[src/sv/ppg_pkg.sv]
package ppg_pkg;

    // Register map of the configuration port
    localparam int CFG_IDX_W = 3;

    typedef enum logic [CFG_IDX_W-1:0] {
        REG_CENTER_X     = 3'd0,
        REG_CENTER_Y     = 3'd1,
        REG_RADIUS       = 3'd2,
        REG_SPATIAL_STEP = 3'd3,
        REG_GREEN_OFFSET = 3'd4,
        REG_BLUE_OFFSET  = 3'd5
    } cfg_reg_t;

    // Reset values of the registers
    localparam int RST_CENTER_X     = 120;
    localparam int RST_CENTER_Y     = 120;
    localparam int RST_RADIUS       = 120;
    localparam int RST_SPATIAL_STEP = 33;
    localparam int RST_GREEN_OFFSET = 1369;
    localparam int RST_BLUE_OFFSET  = 2738;

    // Quarter-wave sine polynomial, Q16
    localparam logic [13:0] SIN_C3 = 14'd9279;
    localparam logic [16:0] SIN_C2 = 17'd84094;
    localparam logic [17:0] SIN_C1 = 18'd205887;

    // 65536 / (2*pi), rounded
    localparam logic signed [14:0] TURN_SCALE = 15'sd10430;

    // Channel bias and gain: 128 + 127*sin
    localparam int CHAN_BIAS = 128;
    localparam int CHAN_GAIN = 127;

endpackage

[src/sv/ppg_sine.sv]
module ppg_sine
    import ppg_pkg::*;
#(
    parameter int PHASE_BITS     = 12,
    parameter int SINE_FRAC_BITS = 14
) (
    input  logic                             clk,
    input  logic                             en,
    input  logic [PHASE_BITS-1:0]            angle,
    output logic signed [SINE_FRAC_BITS+1:0] sine
);

    localparam int PB  = PHASE_BITS;
    localparam int F   = SINE_FRAC_BITS;
    localparam int ZSH = 18 - PB;
    localparam int SH  = 16 - F;
    localparam logic [PB-2:0] QUARTER = {1'b1, {(PB-2){1'b0}}};
    localparam logic [17:0]   HALF    = (18'd1 << SH) >> 1;

    // stage A: quadrant fold
    logic [1:0]    quad;
    logic [PB-2:0] wq;
    logic [PB-2:0] wm;
    logic [16:0]   za_next;
    logic [16:0]   za_reg;
    logic          nega_reg;

    // stage B: z^2
    logic [33:0]   zz;
    logic [16:0]   z2b_reg;
    logic [16:0]   zb_reg;
    logic          negb_reg;

    // stage C: t1
    logic [30:0]   t1p;
    logic [13:0]   t1c_reg;
    logic [16:0]   z2c_reg;
    logic [16:0]   zc_reg;
    logic          negc_reg;

    // stage D: t3
    logic [16:0]   m1;
    logic [33:0]   t3p;
    logic [16:0]   t3d_reg;
    logic [16:0]   zd_reg;
    logic          negd_reg;

    // stage E: final product, rounding, sign
    logic [17:0]   m2;
    logic [34:0]   sp;
    logic [17:0]   rnd;
    logic [F:0]    mag;
    logic signed [F+1:0] sine_next;
    logic signed [F+1:0] sine_reg;

    always_comb
    begin
        quad    = angle[PB-1:PB-2];
        wq      = {1'b0, angle[PB-3:0]};
        wm      = quad[0] ? (QUARTER - wq) : wq;
        za_next = 17'(wm) << ZSH;

        zz  = za_reg * za_reg;
        t1p = z2b_reg * SIN_C3;
        m1  = SIN_C2 - 17'(t1c_reg);
        t3p = z2c_reg * m1;
        m2  = SIN_C1 - 18'(t3d_reg);
        sp  = zd_reg * m2;
        rnd = 18'(sp[33:17]) + HALF;
        mag = rnd[SH +: F+1];
        sine_next = negd_reg ? -$signed({1'b0, mag}) : $signed({1'b0, mag});
    end

    always_ff @(posedge clk)
    begin
        if (en)
        begin
            za_reg   <= za_next;
            nega_reg <= quad[1];

            z2b_reg  <= zz[32:16];
            zb_reg   <= za_reg;
            negb_reg <= nega_reg;

            t1c_reg  <= t1p[29:16];
            z2c_reg  <= z2b_reg;
            zc_reg   <= zb_reg;
            negc_reg <= negb_reg;

            t3d_reg  <= t3p[32:16];
            zd_reg   <= zc_reg;
            negd_reg <= negc_reg;

            sine_reg <= sine_next;
        end
    end

    assign sine = sine_reg;

endmodule

[config.mk]
export PLATFORM = sky130hd
export DESIGN_NAME = ppg_sine
export DESIGN_NICKNAME = d
export VERILOG_FILES = /design/src/sv/ppg_pkg.sv /design/src/sv/ppg_sine.sv
export SDC_FILE = /design/constraint.sdc
export NUM_CORES = 2
export LEC_CHECK = 0
export ABC_CLOCK_PERIOD_IN_PS = 19100
export BUFFER_PORTS_ARGS = -buffer_cell sky130_fd_sc_hd__buf_2
export CAP_MARGIN = 20
export CORE_ASPECT_RATIO = 0.9
export CORE_MARGIN = 3
export CORE_UTILIZATION = 55
export CTS_CLUSTER_DIAMETER = 50
export CTS_CLUSTER_SIZE = 28
export DETAILED_ROUTE_END_ITERATION = 6
export PLACE_DENSITY_LB_ADDON = 0.05
export SLEW_MARGIN = 40
export SYNTH_ARGS = -nofsm -noshare
export SYNTH_HDL_FRONTEND = slang
export SYNTH_SLANG_ARGS = --single-unit
[constraint.sdc]
create_clock -name clk -period 19.1 [get_ports clk]
set_clock_uncertainty 0.15 [all_clocks]
set_input_delay 0 -clock clk [delete_from_list [all_inputs] [get_ports clk]]
set_output_delay 0 -clock clk [all_outputs]
set_load 0.05 [all_outputs]
* Word-level counts from Yosys, hierarchy flattened
Cells that the tools add are included. W data, S select, Z words.
Word-level totals: flip-flop bits (word level) 129, bits of input ports 14, output and inout bits 16, logic and storage cells 26
Cells by class: $add $sub $neg 5, multiply operators 4, mux-type cells 2
Operator list (number):
- $mul A17 B17 Y33 | 1
- $mul A17 B14 Y30 const B | 1
- $mul A11 B18 Y28 | 1
- $mul A11 B11 Y21 | 1
- $sub A18 B17 Y18 const A | 1
- $add A17 B2 Y17 const B | 1
- $sub A17 B14 Y17 const A | 1
- $neg A15 Y16 | 1
- $mux W15 | 1
- $sub A11 B10 Y11 const A | 1
- $mux W10 | 1

* Longest topological paths before layout
depth after elaboration 5, mapped depth 33, gate-level depth less buffers 31

* Worst setup path after synthesis
Ideal clock, no wire load.
path type flip-flop to flip-flop, start register t3d_reg[6], end register sine_reg[15] (netlist: sine[15]), data pin, setup time 0.275 ns, arrival 7.525 ns, required time 18.675 ns, setup slack 11.151 ns, stages on the path, launching flop included 32, path buffers 3, period minus slack after synthesis 7.949 ns, cell sequence edfxtp_1 -> clkbuf_1 -> inv_1 -> ha_1 -> nor3b_1 -> nor2b_1 -> o31a_1 -> xor2_1 -> clkbuf_1 -> nand2_1 -> fa_1 -> fa_1 -> inv_1 -> fa_1 -> fa_1 -> inv_1 -> fa_1 -> inv_1 -> ha_1 -> buf_6 -> a21oi_1 -> o21ai_1 -> or3_4 -> o21a_4 -> a221o_2 -> xor2_1 -> nand3_4 -> nor4_4 -> a31oi_1 -> nor3b_2 -> xnor2_1 -> a41oi_1
On the way: word-level cells in the longest chain between the ends 4
RTL lines:
- from (decl) | line ppg_sine.sv:44 | logic [16:0] t3d_reg;
- from (signal assigned) | line ppg_sine.sv:90 | t3d_reg <= t3p[32:16];
- $sub A18 B17 Y18 | line ppg_sine.sv:67 | m2 = SIN_C1 - 18'(t3d_reg);
- $mul A11 B18 Y28 | line ppg_sine.sv:68 | sp = zd_reg * m2;
- $add A17 B2 Y17 | line ppg_sine.sv:69 | rnd = 18'(sp[33:17]) + HALF;
- $neg A15 Y16 | line ppg_sine.sv:71 | sine_next = negd_reg ? -$signed({1'b0, mag}) : $signed({1'b0, mag});
- to (signal assigned) | line ppg_sine.sv:94 | sine_reg <= sine_next;
- to (decl) | line ppg_sine.sv:54 | logic signed [F+1:0] sine_reg;
Every way passes these cells. A chain may end at the register's enable or synchronous reset.

* Worst setup path after layout
start register t1c_reg[0], end register t3d_reg[16], data pin
On the way: word-level cells in the longest chain between the ends 2
RTL lines:
- from (decl) | line ppg_sine.sv:36 | logic [13:0] t1c_reg;
- from (signal assigned) | line ppg_sine.sv:85 | t1c_reg <= t1p[29:16];
- $sub A17 B14 Y17 | line ppg_sine.sv:65 | m1 = SIN_C2 - 17'(t1c_reg);
- $mul A17 B17 Y33 | line ppg_sine.sv:66 | t3p = z2c_reg * m1;
- via t3p[32] | line ppg_sine.sv:43 | logic [33:0] t3p;
The timed path passes the listed nets, and every way through them passes these cells.

==> impl.org <==
** Clock network
- Total CTS buffers :: 17
- Clock slew at the register clock pins of the worst setup and hold paths :: roughly 70 ps
- In this run the clock root is driven by a sky130_fd_sc_hd__clkbuf_16.
- CTS saw roughly 130 sinks.
- TritonCTS clock tree :: built
- Clock latency on the worst-skew pair :: 450 ps
- The longest clock path from root to sink contains 2 buffers.
- Maximum level of the CTS H-tree :: 4

** Run status
- The run finished with clean final reports.

** Synth
- After Yosys synthesis, full adders, half adders and majority gates account for 51.9% of the synthesized area.
- Syn Inst Count :: 2722
- Main combinational cell family by area after synthesis :: adder cells
- Library cells used by synthesis :: 81
- Summing the sequential cell areas from Yosys gives between 10% and 20% of the chip area.
- Yosys mapped a number of flops with a built-in enable equal to 129.
- Syn_area_per_cell :: slightly below 10 um^2
- Synth warn :: 0
- Simple-gate portion of the synthesized area :: approximately 15%
- Total nets after synthesis :: 3562
- For this run, asynchronously set or reset flops after synthesis account for 0%.
- Ys flop type :: sky130_fd_sc_hd__edfxtp_1
- After synthesis the netlist holds a flip-flop and latch count of about 130.
- Summing the areas of all compound-gate instances in the mapped netlist gives about 5% of the synthesized area.
- The synthesized netlist devotes under 10% of its cell area to XOR and XNOR gates.
- In this run the cell area of the synthesized design comes to about 0.027 mm^2.
- Of the post-synthesis cell area, the part taken by muxes is less than 1%.

** STA
- Final cycle utilization of the critical path :: about 45%
- Setup violations remaining at the end of the flow were counted as 0.
- In this run the tightest slew margin relative to its limit is between 40% and 50%.
- Setup repair after global routing left no endpoint under its margin.
- Top achievable clock speed :: 0.115 GHz
- Transition time at the pin with the least slew margin :: between 700 and 800 ps
- The final max-slew violation count was 0.
- Crit path time final :: slightly below 9000 ps
- Setup tns final :: 0 ps
- Count of final hold-check violations :: 0

** Floorplanning
- Floorplan Core Area :: 0.0481 mm^2
- From bottom edge to top edge, the die measures roughly 220 um.
- In this run the count of I/O pins placed on the die edge is 30.
- The floorplan step defined a die boundary enclosing 0.0517 mm^2.
- The die is approximately 240 um wide.
- # rows :: 76
- Starting Density :: between 50% and 60%

** Final layout
- Compared with the post-synthesis result, the final layout area differs by 6.13%.
- Share of cells above drive strength 1 :: 4.68%
- Cell area after layout :: 0.0286 mm^2
- Final-stage net count :: between 3000 and 4000
- The number of antenna diodes in the final layout is 0.

** Critical path
- Critical Path Slowest Stage Cell :: sky130_fd_sc_hd__edfxtp_1
- For this run, the slowest stage of the critical path takes about 750 ps.
- In this run the worst path has a maximum fanout of 19.
- The worst setup path is of the reg2reg kind.
- STA classifies the critical path endpoint as a flop.
- Type of origin of the critical path :: flop
- Critical path data arrival time :: ~8700 ps
- Data required time at the worst endpoint :: about 19000 ps
- Measured in cells, the most critical reg-to-reg path has a length of 31.
- Grouping stages by cell kind, the critical path spends the most delay in adder cells.
- Worst path bufs/invs :: 6
- Worst-case register-to-register setup slack :: ~10000 ps
- Cell type with the highest occurrence count on the critical path :: sky130_fd_sc_hd__fa_1
- The critical path crosses 31 cells after its start point.

** Worst hold path
- Worst Hold Depth :: 2
- In this run the worst hold path is classified as in2reg.

** Drt
- The pre-antenna-repair detailed-routing pass consisted of 5 iterations.
- Total vias in the final route :: around 18000
- In the routed design, unresolved DRC markers number 0.
- Once detail routing completed, the nets flagged for antenna violations numbered 0.
- Wire per inst :: between 15 and 20 um
- The first routing iteration left a little under 800 violations.
- Drt via density :: 5.31
- Wires add up to ~56000 um.

** GRT
- After global routing the overflow that remains totals 0.
- Entering global routing, the biggest net connects 74 pins.
- The initial antenna violation count came to 0.
- The first global-routing pass estimated ~100000 um of wire.
- Global router's overall resource usage :: 23.5%
- The via count of the first global-routing pass came to between 15000 and 20000.

** Placement
- Routability congestion estimate :: about 0.8
- Buffers placed on the I/O ports in this run total 29.
- Summing all placed instances gives a cell area of 0.0278 mm^2.
- The HPWL after detailed placement is approximately 45000 um.

** Job
- Max-cap violations :: 0
cells by family (layout without fill, tap and decap cells):
family | count (synthesis) | in the layout
muxes | 4 | 4
xor gates and xnor gates | 123 | 123
adders and majority gates | 826 | 826
buffers and inverters | 695 | 727
DFF | 129 | 129
and+or+nand+nor | 755 | 755
AOI/OAI and AO/OA | 190 | 190
layer usage:
layer,global-route usage (%),share of wire [%],up-vias
li1,-,-,8443
met1,32.3,46,9129
met2,40.4,49,307
met3,2.58,3.3,51
met5,0,0,-
met4,5.60,1.6,0
synth_stat cells, types with 33 or more instances:
| cell type | n | area share, % |
|---|---|---|
| sky130_fd_sc_hd__edfxtp_1 | 129 | 14 |
| sky130_fd_sc_hd__inv_1 | 615 | 8.6 |
| sky130_fd_sc_hd__xnor2_1 | 88 | 2.9 |
| sky130_fd_sc_hd__clkbuf_1 | 76 | 1.1 |
| sky130_fd_sc_hd__and2_1 | 171 | 4.0 |
| sky130_fd_sc_hd__xor2_1 | 33 | 1.1 |
| sky130_fd_sc_hd__a21oi_1 | 50 | 0.93 |
| sky130_fd_sc_hd__nor2b_1 | 74 | 1.7 |
| sky130_fd_sc_hd__nand2_1 | 266 | 3.7 |
| sky130_fd_sc_hd__fa_1 | 487 | 36 |
| sky130_fd_sc_hd__nor2_1 | 52 | 0.72 |
| sky130_fd_sc_hd__nand2b_1 | 59 | 1.4 |
| sky130_fd_sc_hd__ha_1 | 339 | 16 |
layout make-up:
type / instances / area [um^2]
clock buffer: 17 / 425
inverter: 616 / 2310
timing repair buffer: 79 / 587
clock inverter: 15 / 133
fill: 4130 / 19500
tap: 624 / 781
sequential: 129 / 3870
multi-input combinational: 1898 / 20500
per-stage QoR:
| step | setup slack (ps) | instances | utilization (%) | hold slack [ps] |
|---|---|---|---|---|
| finish | 10430 | 3378 | 59.5 | 155 |
| global route | 9610 | 3378 | 59.5 | 134 |
| CTS | 10220 | 3376 | 59.4 | 73.2 |
| detailed placement | 10240 | 3323 | 57.8 | 30.7 |
| global placement | 10520 | 3323 | 57.7 | 27.7 |
| floorplan | 11150 | 2722 | - | -51.1 |
path summary, 6_finish.rpt:
check                        from                    end
min                     angle[11]     nega_reg$_DFFE_PP_
max reg2reg  t1c_reg[0]$_DFFE_PP_  t3d_reg[16]$_DFFE_PP_
max          t1c_reg[0]$_DFFE_PP_  t3d_reg[16]$_DFFE_PP_
min reg2reg  zb_reg[14]$_DFFE_PP_   zc_reg[14]$_DFFE_PP_
what timing repair did:
action / in CTS / in global routing
gates resized for setup: 0 / 0
endpoints found under the hold margin: 84 / 0
setup buffers: 0 / 0
hold buffers: 21 / 0
layout by cell type, fill, tap and decap left out, types with 28 or more instances in the layout:
cell and n:
sky130_fd_sc_hd__inv_1 615, sky130_fd_sc_hd__nand2_1 266, sky130_fd_sc_hd__fa_1 487, sky130_fd_sc_hd__edfxtp_1 129
sky130_fd_sc_hd__xnor2_1 84, sky130_fd_sc_hd__a21oi_1 50, sky130_fd_sc_hd__buf_2 28, sky130_fd_sc_hd__and2_1 171
sky130_fd_sc_hd__xor2_1 32, sky130_fd_sc_hd__ha_1 339, sky130_fd_sc_hd__nand2b_1 59, sky130_fd_sc_hd__nor2b_1 74
sky130_fd_sc_hd__nor2_1 52
Power is not shown: default switching activity piles up to over one toggle a cycle in this logic, so the estimate is an artifact.
